===== src/sv/u2l_pkg.sv =====
// ----------------------------------------------------------------------------
// u2l_pkg
// Shared types and constants of the UTF-8 to Latin-1 escaping decoder.
// ----------------------------------------------------------------------------
package u2l_pkg;

  // Bytes of a pending multi-byte sequence that can be held.
  localparam int unsigned HELD_DEPTH = 6;

  // Kinds of work handed from the front end to the back end.
  localparam logic [1:0] KIND_CHAR = 2'd0;  // one raw character
  localparam logic [1:0] KIND_ESC  = 2'd1;  // backslash and a letter
  localparam logic [1:0] KIND_HEX  = 2'd2;  // a list of bytes, each as \xNN

  // Characters used by the escapes.
  localparam logic [7:0] CH_BSLASH = 8'h5c;
  localparam logic [7:0] CH_X      = 8'h78;

  // One queue word: the characters that one input byte causes.
  typedef struct packed {
    logic [1:0]                       kind;
    logic [7:0]                       ch;
    logic [HELD_DEPTH-1:0][7:0]       bytes;
    logic [2:0]                       count;
  } entry_t;

  // Lowercase hex digit of a nibble.
  function automatic logic [7:0] hex_digit(input logic [3:0] n);
    logic [7:0] d;
    if (n < 4'd10) begin
      d = 8'h30 + {4'd0, n};
    end else begin
      d = 8'h57 + {4'd0, n};
    end
    return d;
  endfunction

endpackage


===== src/sv/u2l_front.sv =====
// ----------------------------------------------------------------------------
// u2l_front
// Accepts input bytes, tracks the UTF-8 sequence state and classifies each
// byte into at most one queue word describing the characters it produces.
// ----------------------------------------------------------------------------
module u2l_front (
  input  logic             clk,
  input  logic             rst,
  input  logic             in_valid,
  output logic             in_ready,
  input  logic [7:0]       in_byte,
  input  logic             string_start,
  input  logic             cfg_valid,
  input  logic [7:0]       cfg_data,
  input  logic             q_full,
  output logic             q_push,
  output u2l_pkg::entry_t  q_entry
);

  logic [7:0]  delimiter;
  logic [2:0]  bytes_left;
  logic [2:0]  held_count;
  logic [30:0] code_value;
  logic        resyncing;
  logic [7:0]  held [u2l_pkg::HELD_DEPTH];

  logic [2:0]  bytes_left_next;
  logic [2:0]  held_count_next;
  logic [30:0] code_value_next;
  logic        resyncing_next;
  logic        held_we;
  logic [2:0]  held_idx;

  logic [2:0]  bl;
  logic [2:0]  hc;
  logic [30:0] cv;
  logic        rs;
  logic        accept;
  logic        has_out;
  logic        esc_needed;
  logic [30:0] cv_cont;
  logic [2:0]  bl_dec;

  assign in_ready = !q_full;
  assign accept   = in_valid && in_ready;
  assign q_push   = accept && has_out;

  // A new string drops whatever was pending before this byte is handled.
  assign bl = string_start ? 3'd0 : bytes_left;
  assign hc = string_start ? 3'd0 : held_count;
  assign cv = string_start ? 31'd0 : code_value;
  assign rs = string_start ? 1'b0 : resyncing;

  assign cv_cont = {cv[24:0], in_byte[5:0]};
  assign bl_dec  = bl - 3'd1;

  assign esc_needed = (in_byte < 8'h20) || (in_byte == 8'h7f) || (in_byte == delimiter) ||
                      ((delimiter != 8'h00) && (in_byte == u2l_pkg::CH_BSLASH));

  // Classification of the incoming byte and the next sequence state.
  always_comb begin
    bytes_left_next = bl;
    held_count_next = hc;
    code_value_next = cv;
    resyncing_next  = rs;
    held_we         = 1'b0;
    held_idx        = hc;
    has_out         = 1'b0;
    q_entry.kind    = u2l_pkg::KIND_HEX;
    q_entry.ch      = in_byte;
    q_entry.count   = 3'd1;
    for (int i = 0; i < u2l_pkg::HELD_DEPTH; i++) begin
      q_entry.bytes[i] = (i[2:0] == hc) ? in_byte : held[i];
    end

    if (rs && !((in_byte < 8'h80) || (in_byte inside {[8'hc0:8'hfd]}))) begin
      // Still resynchronising: the byte is written as a hex escape.
      has_out          = 1'b1;
      q_entry.bytes[0] = in_byte;
    end else begin
      resyncing_next = 1'b0;
      if (bl == 3'd0) begin
        if (in_byte < 8'h80) begin
          has_out = 1'b1;
          if (esc_needed) begin
            q_entry.bytes[0] = in_byte;
            q_entry.kind     = u2l_pkg::KIND_ESC;
            case (in_byte)
              8'h0a:   q_entry.ch = 8'h6e;
              8'h0d:   q_entry.ch = 8'h72;
              8'h0c:   q_entry.ch = 8'h66;
              8'h0b:   q_entry.ch = 8'h76;
              8'h08:   q_entry.ch = 8'h62;
              8'h00:   q_entry.ch = 8'h30;
              default: q_entry.kind = u2l_pkg::KIND_HEX;
            endcase
          end else begin
            q_entry.kind = u2l_pkg::KIND_CHAR;
          end
        end else if (in_byte inside {[8'hc0:8'hfd]}) begin
          // Lead byte of a multi-byte sequence.
          held_we         = 1'b1;
          held_idx        = 3'd0;
          held_count_next = 3'd1;
          if (in_byte[7:5] == 3'b110) begin
            code_value_next = {26'd0, in_byte[4:0]};
            bytes_left_next = 3'd1;
          end else if (in_byte[7:4] == 4'b1110) begin
            code_value_next = {27'd0, in_byte[3:0]};
            bytes_left_next = 3'd2;
          end else if (in_byte[7:3] == 5'b11110) begin
            code_value_next = {28'd0, in_byte[2:0]};
            bytes_left_next = 3'd3;
          end else if (in_byte[7:2] == 6'b111110) begin
            code_value_next = {29'd0, in_byte[1:0]};
            bytes_left_next = 3'd4;
          end else begin
            code_value_next = {30'd0, in_byte[0]};
            bytes_left_next = 3'd5;
          end
        end else begin
          // Stray continuation or an unused lead code.
          has_out          = 1'b1;
          q_entry.bytes[0] = in_byte;
          resyncing_next   = 1'b1;
        end
      end else if ((in_byte < 8'h80) || (in_byte >= 8'hc0)) begin
        // Broken sequence: flush the held bytes and this one.
        has_out         = 1'b1;
        q_entry.count   = hc + 3'd1;
        bytes_left_next = 3'd0;
        held_count_next = 3'd0;
        resyncing_next  = 1'b1;
      end else begin
        // Continuation byte.
        held_we         = (hc < 3'(u2l_pkg::HELD_DEPTH));
        held_count_next = hc + 3'd1;
        code_value_next = cv_cont;
        bytes_left_next = bl_dec;
        if (bl_dec == 3'd0) begin
          has_out         = 1'b1;
          held_count_next = 3'd0;
          if ((cv_cont[30:8] == 23'd0) && cv_cont[7]) begin
            q_entry.kind = u2l_pkg::KIND_CHAR;
            q_entry.ch   = cv_cont[7:0];
          end else begin
            q_entry.count = hc + 3'd1;
          end
        end
      end
    end
  end

  // Control state and the delimiter register.
  always_ff @(posedge clk) begin
    if (rst) begin
      delimiter  <= 8'h00;
      bytes_left <= 3'd0;
      held_count <= 3'd0;
      code_value <= 31'd0;
      resyncing  <= 1'b0;
    end else begin
      if (cfg_valid) begin
        delimiter <= cfg_data;
      end
      if (accept) begin
        bytes_left <= bytes_left_next;
        held_count <= held_count_next;
        code_value <= code_value_next;
        resyncing  <= resyncing_next;
      end
    end
  end

  // Held sequence bytes need no reset.
  always_ff @(posedge clk) begin
    if (accept && held_we) begin
      held[held_idx] <= in_byte;
    end
  end

endmodule


===== src/sv/u2l_queue.sv =====
// ----------------------------------------------------------------------------
// u2l_queue
// Two-word queue between the front end and the back end.
// ----------------------------------------------------------------------------
module u2l_queue (
  input  logic             clk,
  input  logic             rst,
  input  logic             push,
  input  u2l_pkg::entry_t  push_entry,
  input  logic             pop,
  output u2l_pkg::entry_t  head,
  output logic             empty,
  output logic             full
);

  u2l_pkg::entry_t words [2];
  logic       wr_ptr;
  logic       rd_ptr;
  logic [1:0] count;

  assign empty = (count == 2'd0);
  assign full  = (count == 2'd2);
  assign head  = words[rd_ptr];

  // Pointers and fill level.
  always_ff @(posedge clk) begin
    if (rst) begin
      wr_ptr <= 1'b0;
      rd_ptr <= 1'b0;
      count  <= 2'd0;
    end else begin
      if (push) begin
        wr_ptr <= !wr_ptr;
      end
      if (pop) begin
        rd_ptr <= !rd_ptr;
      end
      if (push && !pop) begin
        count <= count + 2'd1;
      end else if (pop && !push) begin
        count <= count - 2'd1;
      end
    end
  end

  // Storage.
  always_ff @(posedge clk) begin
    if (push) begin
      words[wr_ptr] <= push_entry;
    end
  end

endmodule


===== src/sv/u2l_back.sv =====
// ----------------------------------------------------------------------------
// u2l_back
// Expands the queue word at the head into output characters, one a cycle unless
// the output stage is held, into a registered output stage.
// ----------------------------------------------------------------------------
module u2l_back (
  input  logic             clk,
  input  logic             rst,
  input  u2l_pkg::entry_t  head,
  input  logic             empty,
  output logic             pop,
  output logic             out_valid,
  input  logic             out_ready,
  output logic [7:0]       out_char,
  output logic             last_of_run
);

  logic [2:0] pos;
  logic [1:0] phase;
  logic       fire;
  logic       last;
  logic [7:0] ch;
  logic [7:0] cur_byte;

  assign fire     = !empty && (!out_valid || out_ready);
  assign pop      = fire && last;
  assign cur_byte = head.bytes[pos];

  // Character selection for the current position in the word.
  always_comb begin
    ch   = head.ch;
    last = 1'b1;
    case (head.kind)
      u2l_pkg::KIND_CHAR: begin
        ch   = head.ch;
        last = 1'b1;
      end
      u2l_pkg::KIND_ESC: begin
        ch   = (phase == 2'd0) ? u2l_pkg::CH_BSLASH : head.ch;
        last = (phase == 2'd1);
      end
      u2l_pkg::KIND_HEX: begin
        case (phase)
          2'd0:    ch = u2l_pkg::CH_BSLASH;
          2'd1:    ch = u2l_pkg::CH_X;
          2'd2:    ch = u2l_pkg::hex_digit(cur_byte[7:4]);
          default: ch = u2l_pkg::hex_digit(cur_byte[3:0]);
        endcase
        last = (phase == 2'd3) && (pos == head.count - 3'd1);
      end
      default: begin
        ch   = head.ch;
        last = 1'b1;
      end
    endcase
  end

  // Position counters and the output valid flag.
  always_ff @(posedge clk) begin
    if (rst) begin
      pos       <= 3'd0;
      phase     <= 2'd0;
      out_valid <= 1'b0;
    end else begin
      if (fire) begin
        out_valid <= 1'b1;
        if (last) begin
          pos   <= 3'd0;
          phase <= 2'd0;
        end else if (phase == 2'd3) begin
          pos   <= pos + 3'd1;
          phase <= 2'd0;
        end else begin
          phase <= phase + 2'd1;
        end
      end else if (out_ready) begin
        out_valid <= 1'b0;
      end
    end
  end

  // Output payload.
  always_ff @(posedge clk) begin
    if (fire) begin
      out_char    <= ch;
      last_of_run <= last;
    end
  end

endmodule


===== src/sv/utf8_to_latin1_escaping_decoder.sv =====
// ----------------------------------------------------------------------------
// utf8_to_latin1_escaping_decoder
// Decodes a UTF-8 byte stream into Latin-1 characters with escapes.
// ----------------------------------------------------------------------------
// The first character of a byte goes through the queue and then the registered output stage.
// The back end gives one character a cycle while its output is not held: a raw byte gives one,
// a named escape two, and a hex list four per byte (up to 24 for a broken sequence).
// The input stalls only when the two-word queue ahead of the back end is full.
// Reset is synchronous: it clears sequence state, the delimiter, queue and output
// valid; the held sequence bytes are not cleared.
module utf8_to_latin1_escaping_decoder (
  input  logic       clk,
  input  logic       rst,
  input  logic       in_valid,
  output logic       in_ready,
  input  logic [7:0] in_byte,
  input  logic       string_start,
  output logic       out_valid,
  input  logic       out_ready,
  output logic [7:0] out_char,
  output logic       last_of_run,
  input  logic       cfg_valid,
  output logic       cfg_ready,
  input  logic [7:0] cfg_data
);

  u2l_pkg::entry_t push_entry;
  u2l_pkg::entry_t head;
  logic            q_push;
  logic            q_pop;
  logic            q_empty;
  logic            q_full;

  assign cfg_ready = 1'b1;

  u2l_front u_front (
    .clk          (clk),
    .rst          (rst),
    .in_valid     (in_valid),
    .in_ready     (in_ready),
    .in_byte      (in_byte),
    .string_start (string_start),
    .cfg_valid    (cfg_valid),
    .cfg_data     (cfg_data),
    .q_full       (q_full),
    .q_push       (q_push),
    .q_entry      (push_entry)
  );

  u2l_queue u_queue (
    .clk        (clk),
    .rst        (rst),
    .push       (q_push),
    .push_entry (push_entry),
    .pop        (q_pop),
    .head       (head),
    .empty      (q_empty),
    .full       (q_full)
  );

  u2l_back u_back (
    .clk         (clk),
    .rst         (rst),
    .head        (head),
    .empty       (q_empty),
    .pop         (q_pop),
    .out_valid   (out_valid),
    .out_ready   (out_ready),
    .out_char    (out_char),
    .last_of_run (last_of_run)
  );

  // The queue is never written while full.
  assert property (@(posedge clk) disable iff (rst) q_push |-> !q_full)
    else $error("queue written while full");

  // A word is only retired from a non-empty queue.
  assert property (@(posedge clk) disable iff (rst) q_pop |-> !q_empty)
    else $error("queue read while empty");

  // Retiring a word leaves its final character in the output stage.
  assert property (@(posedge clk) disable iff (rst) q_pop |=> (out_valid && last_of_run))
    else $error("word retired without its final character");

endmodule


===== config.mk =====
export PLATFORM = sky130hd
export DESIGN_NAME = utf8_to_latin1_escaping_decoder
export DESIGN_NICKNAME = d
export VERILOG_FILES = /design/src/sv/u2l_pkg.sv /design/src/sv/u2l_front.sv /design/src/sv/u2l_queue.sv /design/src/sv/u2l_back.sv /design/src/sv/utf8_to_latin1_escaping_decoder.sv
export SDC_FILE = /design/constraint.sdc
export NUM_CORES = 1
export LEC_CHECK = 0
export ABC_AREA = 1
export BUFFER_PORTS_ARGS = -buffer_cell sky130_fd_sc_hd__buf_2
export CELL_PAD_IN_SITES_DETAIL_PLACEMENT = 0
export CELL_PAD_IN_SITES_GLOBAL_PLACEMENT = 1
export CORE_ASPECT_RATIO = 0.8
export CORE_UTILIZATION = 35
export DETAILED_ROUTE_END_ITERATION = 12
export PLACE_DENSITY = 0.67
export SYNTH_ARGS = -nofsm -noshare
export SYNTH_HDL_FRONTEND = slang
export SYNTH_SLANG_ARGS = --single-unit

===== constraint.sdc =====
create_clock -name clk -period 5.95 [get_ports clk]
set_input_delay 0.595 -clock clk [delete_from_list [all_inputs] [get_ports clk]]
set_output_delay 0.595 -clock clk [all_outputs]
set_load 0.01 [all_outputs]

Yosys cells after proc, flatten, opt, wreduce, memory -nomap -nowiden
Memories as Yosys holds them, arrays and structs flattened. A register that Yosys moved wholly into a read port is not among the register bits. Index checks and enable logic that the tools add are counted.

Add/sub/neg operators: 11. Order comparisons: 8. Equal/unequal tests: 24. Muxes and demuxes: 95. Reductions and logical operators: 39.

Operator list (count): $mux 31 (8); $mux 8 (16); $mux 3 (28); $mux 10 (6); $pmux 8 s6 (1); $eq 8x4->1 const B (5); $mux 1 (25); $bmux 8 s3 (1); $pmux 8 s3 (1); $logic_not 23->1 (1); $add 7x4->8 const A (2); $eq 8x7->1 const B (2); $pmux 8 s2 (1); $add 6x4->7 const A (2); $mux 2 (7); $logic_and 1x1->1 (12); $logic_not 3->1 (3); $eq 2x2->1 const B (4); $eq 8x8->1 (1); $ge 8x8->1 const B (1); $le 8x8->1 const B (1); $logic_not 1->1 (8); $logic_not 8->1 (1); $lt 4x4->1 const B (2); 24 further kinds (38).

Register bits: 65. Memory bits (writable): 170. Bits of input ports: 22. Output and inout port bits: 12. Word-level logic and storage cells: 192. Memories: 2.

Memories: u_queue.words (depth 2, bits a word 61, read ports 1, clocked after memory_dff 1, wr ports 1, line u2l_queue.sv:16) `u2l_pkg::entry_t words [2];`; u_front.held (depth 6, bits a word 8, read ports 6, clocked after memory_dff 0, wr ports 1, line u2l_front.sv:25) `logic [7:0] held [u2l_pkg::HELD_DEPTH];`.

Depth between registers and ports, before layout
Word-level depth: 12. Gate-level depth with buffers: 21. Mapped depth without buffers: 17.

Cells and area by module
Synthesis repeated with hierarchy kept, for this count alone.

Cell total of the unflattened synthesis: 1237. Area total of the unflattened synthesis: 11831.3 um^2.

Modules (own cells, without submodules): u2l_front (instances 1, cells each 724, area each 5178.7 um^2, seq. area each 2242.2 um^2); u2l_queue (instances 1, cells each 223, area each 4933.5 um^2, seq. area each 3763.6 um^2); u2l_back (instances 1, cells each 288, area each 1707.9 um^2, seq. area each 390.4 um^2); utf8_to_latin1_escaping_decoder (instances 1, cells each 2, area each 11.3 um^2, seq. area each 0.0 um^2).

Worst setup path after synthesis
No wires, ideal clock.

Path type: input to register. Start point: input string_start. End point: memory u_queue.words[1][0] in the netlist's numbering, enable pin. Library setup time: 482 ps. Data arrival time: 4658 ps. Data required time: 5468 ps. Path slack: 810 ps. Stages on the path: 11. Buffers on the path: 2. Path through: inv_2 buf_2 nand2_1 ha_1 ha_1 buf_4 clkinv_1 nor2_2 nor3_4 inv_2 nor2_1.

Cells in the longest elaborated chain, start to end: 10. Elaborated cells between the ends (all ways): 13. Classes of those cells: 1 x add/sub; 8 x mux; 4 x reduce/logical.

Ends and longest elaborated chain: start: declaration (line utf8_to_latin1_escaping_decoder.sv:17) `input logic string_start,`; $mux 3 (line u2l_front.sv:49) `assign bl = string_start ? 3'd0 : bytes_left;`; $sub 3x1->3 (line u2l_front.sv:55) `assign bl_dec = bl - 3'd1;`; $logic_not 3->1 (line u2l_front.sv:140) `if (bl_dec == 3'd0) begin`; $mux 1 (line u2l_front.sv:140); $mux 1 (line u2l_front.sv:127) `end else if ((in_byte < 8'h80) || (in_byte >= 8'hc0)) begin`; $mux 1 (line u2l_front.sv:82) `if (bl == 3'd0) begin`; $mux 1 * (line u2l_front.sv:76) `if (rs && !((in_byte < 8'h80) || (in_byte inside {[8'hc0:8'hfd]}))) begin`; $logic_and 1x1->1 * (line u2l_front.sv:46) `assign q_push = accept && has_out;`; named net q_push (line utf8_to_latin1_escaping_decoder.sv:29) `logic q_push;`; $mux 1 * (line u2l_queue.sv:48) `if (push) begin`; $mux 1 (not written as such) * (line u2l_queue.sv:49) `words[wr_ptr] <= push_entry;`; end: declaration (line u2l_queue.sv:16).

Mark *: on every way through the listed nets, which the timed path passes. The rest lies on a longest branch.

Worst setup path in the final report
Start point: input string_start. End point: memory u_queue.words[1][25] in the netlist's numbering, enable pin.

Same word-level chain as after synthesis.

==> impl_summary.txt <==
----------------------------------------------------
[Place]
  Pre-CTS setup slack ... 1.88 ns
  Cell count after placement ... 1540
  Area of placed instances ... 11400 um^2
  Post-DP HPWL ... 18700 um
  Number of input and output port buffers inserted ... 32
  Routability Congestion ... 0.868

[Critical path]
  Largest stage delay on the critical path ... 0.65 ns
  Critical path peak fanout ... 56
  Setup Crit Path Kind ... in2reg
  Cell with the largest stage delay on the worst path ... buf_4
  Buffers & Inverters on Critical Path ... 5
  Crit path required time ... 6.09 ns
  Element type at the critical path end ... flop
  Worst Setup Start Kind ... primary input
  Crit-path cells ... buf_2 -> inv_2 -> nand2_1 -> ha_1 -> ha_1 -> clkinv_1 -> nand2_1 -> nor2_1 -> nor3_4 -> inv_2 -> nor2_4 -> buf_4
  CP delay by family, top ... buffers and inverters
  CP arrival ... 3.66 ns

[Clock network]
  Clock latency at the later pin of the worst-skew pair ... 0.52 ns
  CTS sink cnt ... 230
  Clock root buffer ... clkbuf_16
  Clock Path Buffers ... 3
  Number of CTS-inserted buffers ... 25
  Number of H-tree branching levels ... 1
  Clock tree from TritonCTS ... yes
  Clock transition at the register clock pins on the worst setup and hold paths after CTS ... 0.06 ns
  Total of hold buffers inserted after clock tree synthesis ... 0
  Resized Gates After CTS ... 0
  Buffers inserted by post-CTS timing repair ... 0

[Job]
  Count of maximum capacitance violations ... 0

[Drt]
  Number of iterations in the first detailed-routing pass ... 5
  Routed WL ... 27500 um
  Number of nets still failing antenna checks after routing ... 0
  Vias after detailed routing ... 7864
  DRC violation total after the first TritonRoute iteration ... 690
  Post-detailed-route via-to-cell ratio ... 4.96
  Wire length per cell ... 17.3 um
  Drt drc ... 0

[Synthesis]
  Synthesized-area fraction occupied by and/or/nand/nor cells ... 18.6%
  Arithmetic-cell share of the synthesized area counting full adders, half adders and majority gates ... 2.17%
  Total standard cell area after synthesis ... 11000 um^2
  Most instantiated cells after synthesis ... 224 x nand2_1, 179 x edfxtp_1, 112 x nor2_1, 110 x inv_1, 91 x o21ai_0
  Synthesized-area fraction occupied by ao, oa, aoi and oai cells ... 12.5%
  Warning count from the yosys run ... 0
  Sequential fraction of the synthesis area ... 58.3%
  Post-synth ARST share ... 0%
  Multiplexer share of the synthesized area ... 0.365%
  Dominant combinational cell family by area after synthesis ... simple AND/OR/NAND/NOR gates
  Cell type with the highest aggregate area in the netlist ... edfxtp_1
  Count leader, synth ... nand2_1
  Post-Synth XOR/XNOR Area ... 0.947%
  Number of flip-flops and latches in the synthesized netlist ... 230
  Syn nets ... 1178
  Flip-flop cell with the highest count after synthesis ... edfxtp_1
  Mean instance size in the synthesized netlist ... 9.65 um^2
  Share of the synthesized area in the top cell type ... 49.0%
  Synthesized instance count ... 1137
  Number of flops mapped to enable cells by yosys ... 179
  Unique cell type count in the Yosys netlist ... 59
  Synth top area cells ... edfxtp_1 49%, dfxtp_1 9.3%, nand2_1 7.7%, o21ai_0 4.2%, nor2_1 3.8%

[STA]
  Max transition margin ... 48.6%
  Setup clock skew after layout ... 0.0131 ns
  RSZ-0062 raised after global routing ... false
  Setup violators final ... 0
  Number of pins with negative max-slew slack in the final report ... 0
  Post-layout min period ... 3.52 ns
  Final hold violation count ... 0
  Transition time at the pin with the least slew margin ... 0.772 ns
  Worst-case setup margin in the final layout ... 2.43 ns
  Final period util ... 59.2%
  Final-layout setup total negative slack ... 0 ns
  Fmax ... 284 MHz

[Pwr]
  Maximum resistive drop on vdd ... 0.240 mV
  Power density normalized to cell area ... 384 nW/um^2
  Leakage power summed over all cells ... 4.83 nW

[Floorplanning]
  Placeable core region ... 30600 um^2
  Chip Height ... 160 um
  Die width ... 200 um
  Starting density of the core ... 35.8%
  Area of the die ... 32000 um^2
  Placement row count ... 57
  Top-level I/O count ... 34

[Status]
  Result of the run ... finished, final reports clean

[Cells and area]
  Fraction of final layout cells sized beyond drive strength 1 ... 11.6%
  Nets ... 1195
  Antenna diode instance count ... 0
  Footprint of the multi-input gates ... 3810 um^2
  Layout overhead on the synthesized area ... 11.4%
  Number of cells in the finished layout apart from fillers ... 1585
  Total of fill cells in the finished design ... 3021
  Core utilization of the finished layout ... 39.9%
  Flip-flop and latch area ... 6400 um^2
  Cell area after layout ... 12200 um^2

[Global routing]
  GRT Resource Usage Total ... 17.5%
  Largest net degree at the start of global routing ... 62
  Antenna violations before repair ... 0
  Via count of the first global-routing pass ... 7421
  Wire length of the first global-routing pass ... 43000 um
  Total global routing overflow ... 0

[Min path]
  Min-delay worst type ... in2reg

----------------------------------------------------
[worst min-delay path, cell delays in order]
cell and delay [ns]:
buf_2 0.08, nor2_1 0.04, nor2_1 0.08
[per-stage QoR]
stage                     hold slack [ns]  total power, mW
after floorplan                     0.455             2.95
after global placement              0.481             3.26
after detailed placement            0.487             3.27
after CTS                           0.285             4.74
after global routing                0.298             4.97
final                               0.302             4.69
[cell usage in the layout, fill, tap and decap left out, drive strengths merged, types with 3 or more instances in the layout]
cell | Yosys | layout
o211ai | 27 | 27
clkbuf | 21 | 35
ha | 19 | 19
nor4 | 4 | 4
inv | 127 | 128
a211oi | 3 | 3
o221ai | 23 | 23
a31oi | 7 | 7
or2 | 6 | 6
o21ai | 115 | 115
nor2 | 124 | 124
nand3 | 70 | 70
xor2 | 9 | 9
a21oi | 30 | 30
clkinv | 3 | 10
nor3 | 12 | 12
nand4 | 8 | 8
mux2i | 4 | 4
dfxtp | 51 | 51
buf | 30 | 41
nand2 | 239 | 239
o22ai | 10 | 10
edfxtp | 179 | 179
[metal layers]
layer | global-route usage [%] | vias up | routed length, um
li1 | - | 3946 | -
met1 | 27.3 | 3673 | 14000
met2 | 25.4 | 208 | 11400
met3 | 2.56 | 37 | 1550
met4 | 3.75 | 0 | 511
met5 | 0 | - | 0
[layout make-up]
class                   instances  area share (%)
flip-flops and latches        230            52.3
multi-input cells             726            31.2
clock buffers                  35            5.67
well taps                     413            4.23
inverters                     130            4.02
repair buffers                 41            1.86
clock inverters                10           0.655
[report_power, final]
| group | internal (mW) | leakage [nW] | switching [mW] | total (mW) |
|---|---|---|---|---|
| sequential | 2.00 | 2.07 | 0.0642 | 2.06 |
| combinational | 0.351 | 2.38 | 0.812 | 1.16 |
| clock | 0.854 | 0.375 | 0.606 | 1.46 |
| total | 3.21 | 4.83 | 1.48 | 4.69 |
[cell families (layout without fill, tap and decap cells)]
| kind of cell | Yosys count | count (layout) |
|---|---|---|
| AND/OR/NAND/NOR | 466 | 466 |
| flip-flops | 230 | 230 |
| AO/OA/AOI/OAI | 225 | 225 |
| buffers and inverters | 181 | 216 |
| adder cells (fa/ha/maj) | 19 | 19 |
| XOR/XNOR | 11 | 11 |
| multiplexers | 4 | 4 |
| other | 1 | 1 |
[final timing paths]
check,slack [ns],startpoint,end,depth (start not counted)
max reg2reg,2.67,u_front.bytes_left[1],u_queue.words[1][25],10
min,0.30,cfg_data[1],u_front.delimiter[1],3
min reg2reg,0.49,u_queue.count[1],u_queue.count[1],2
max,2.43,string_start,u_queue.words[1][25],12
[registers in the layout, indices dropped and copies added (netlist names), named ones only]
register,cells
u_queue.wr_ptr,1
u_front.bytes_left,3
u_queue.rd_ptr,1
u_back.out_valid,1
u_front.code_value,25
u_queue.words,122
u_back.phase,2
u_front.held,48
u_queue.count,2
u_front.held_count,3
u_back.last_of_run,1
u_back.out_char,8
u_front.delimiter,8
u_back.pos,3
u_front.resyncing,1
(Power assumes the default switching activity.)
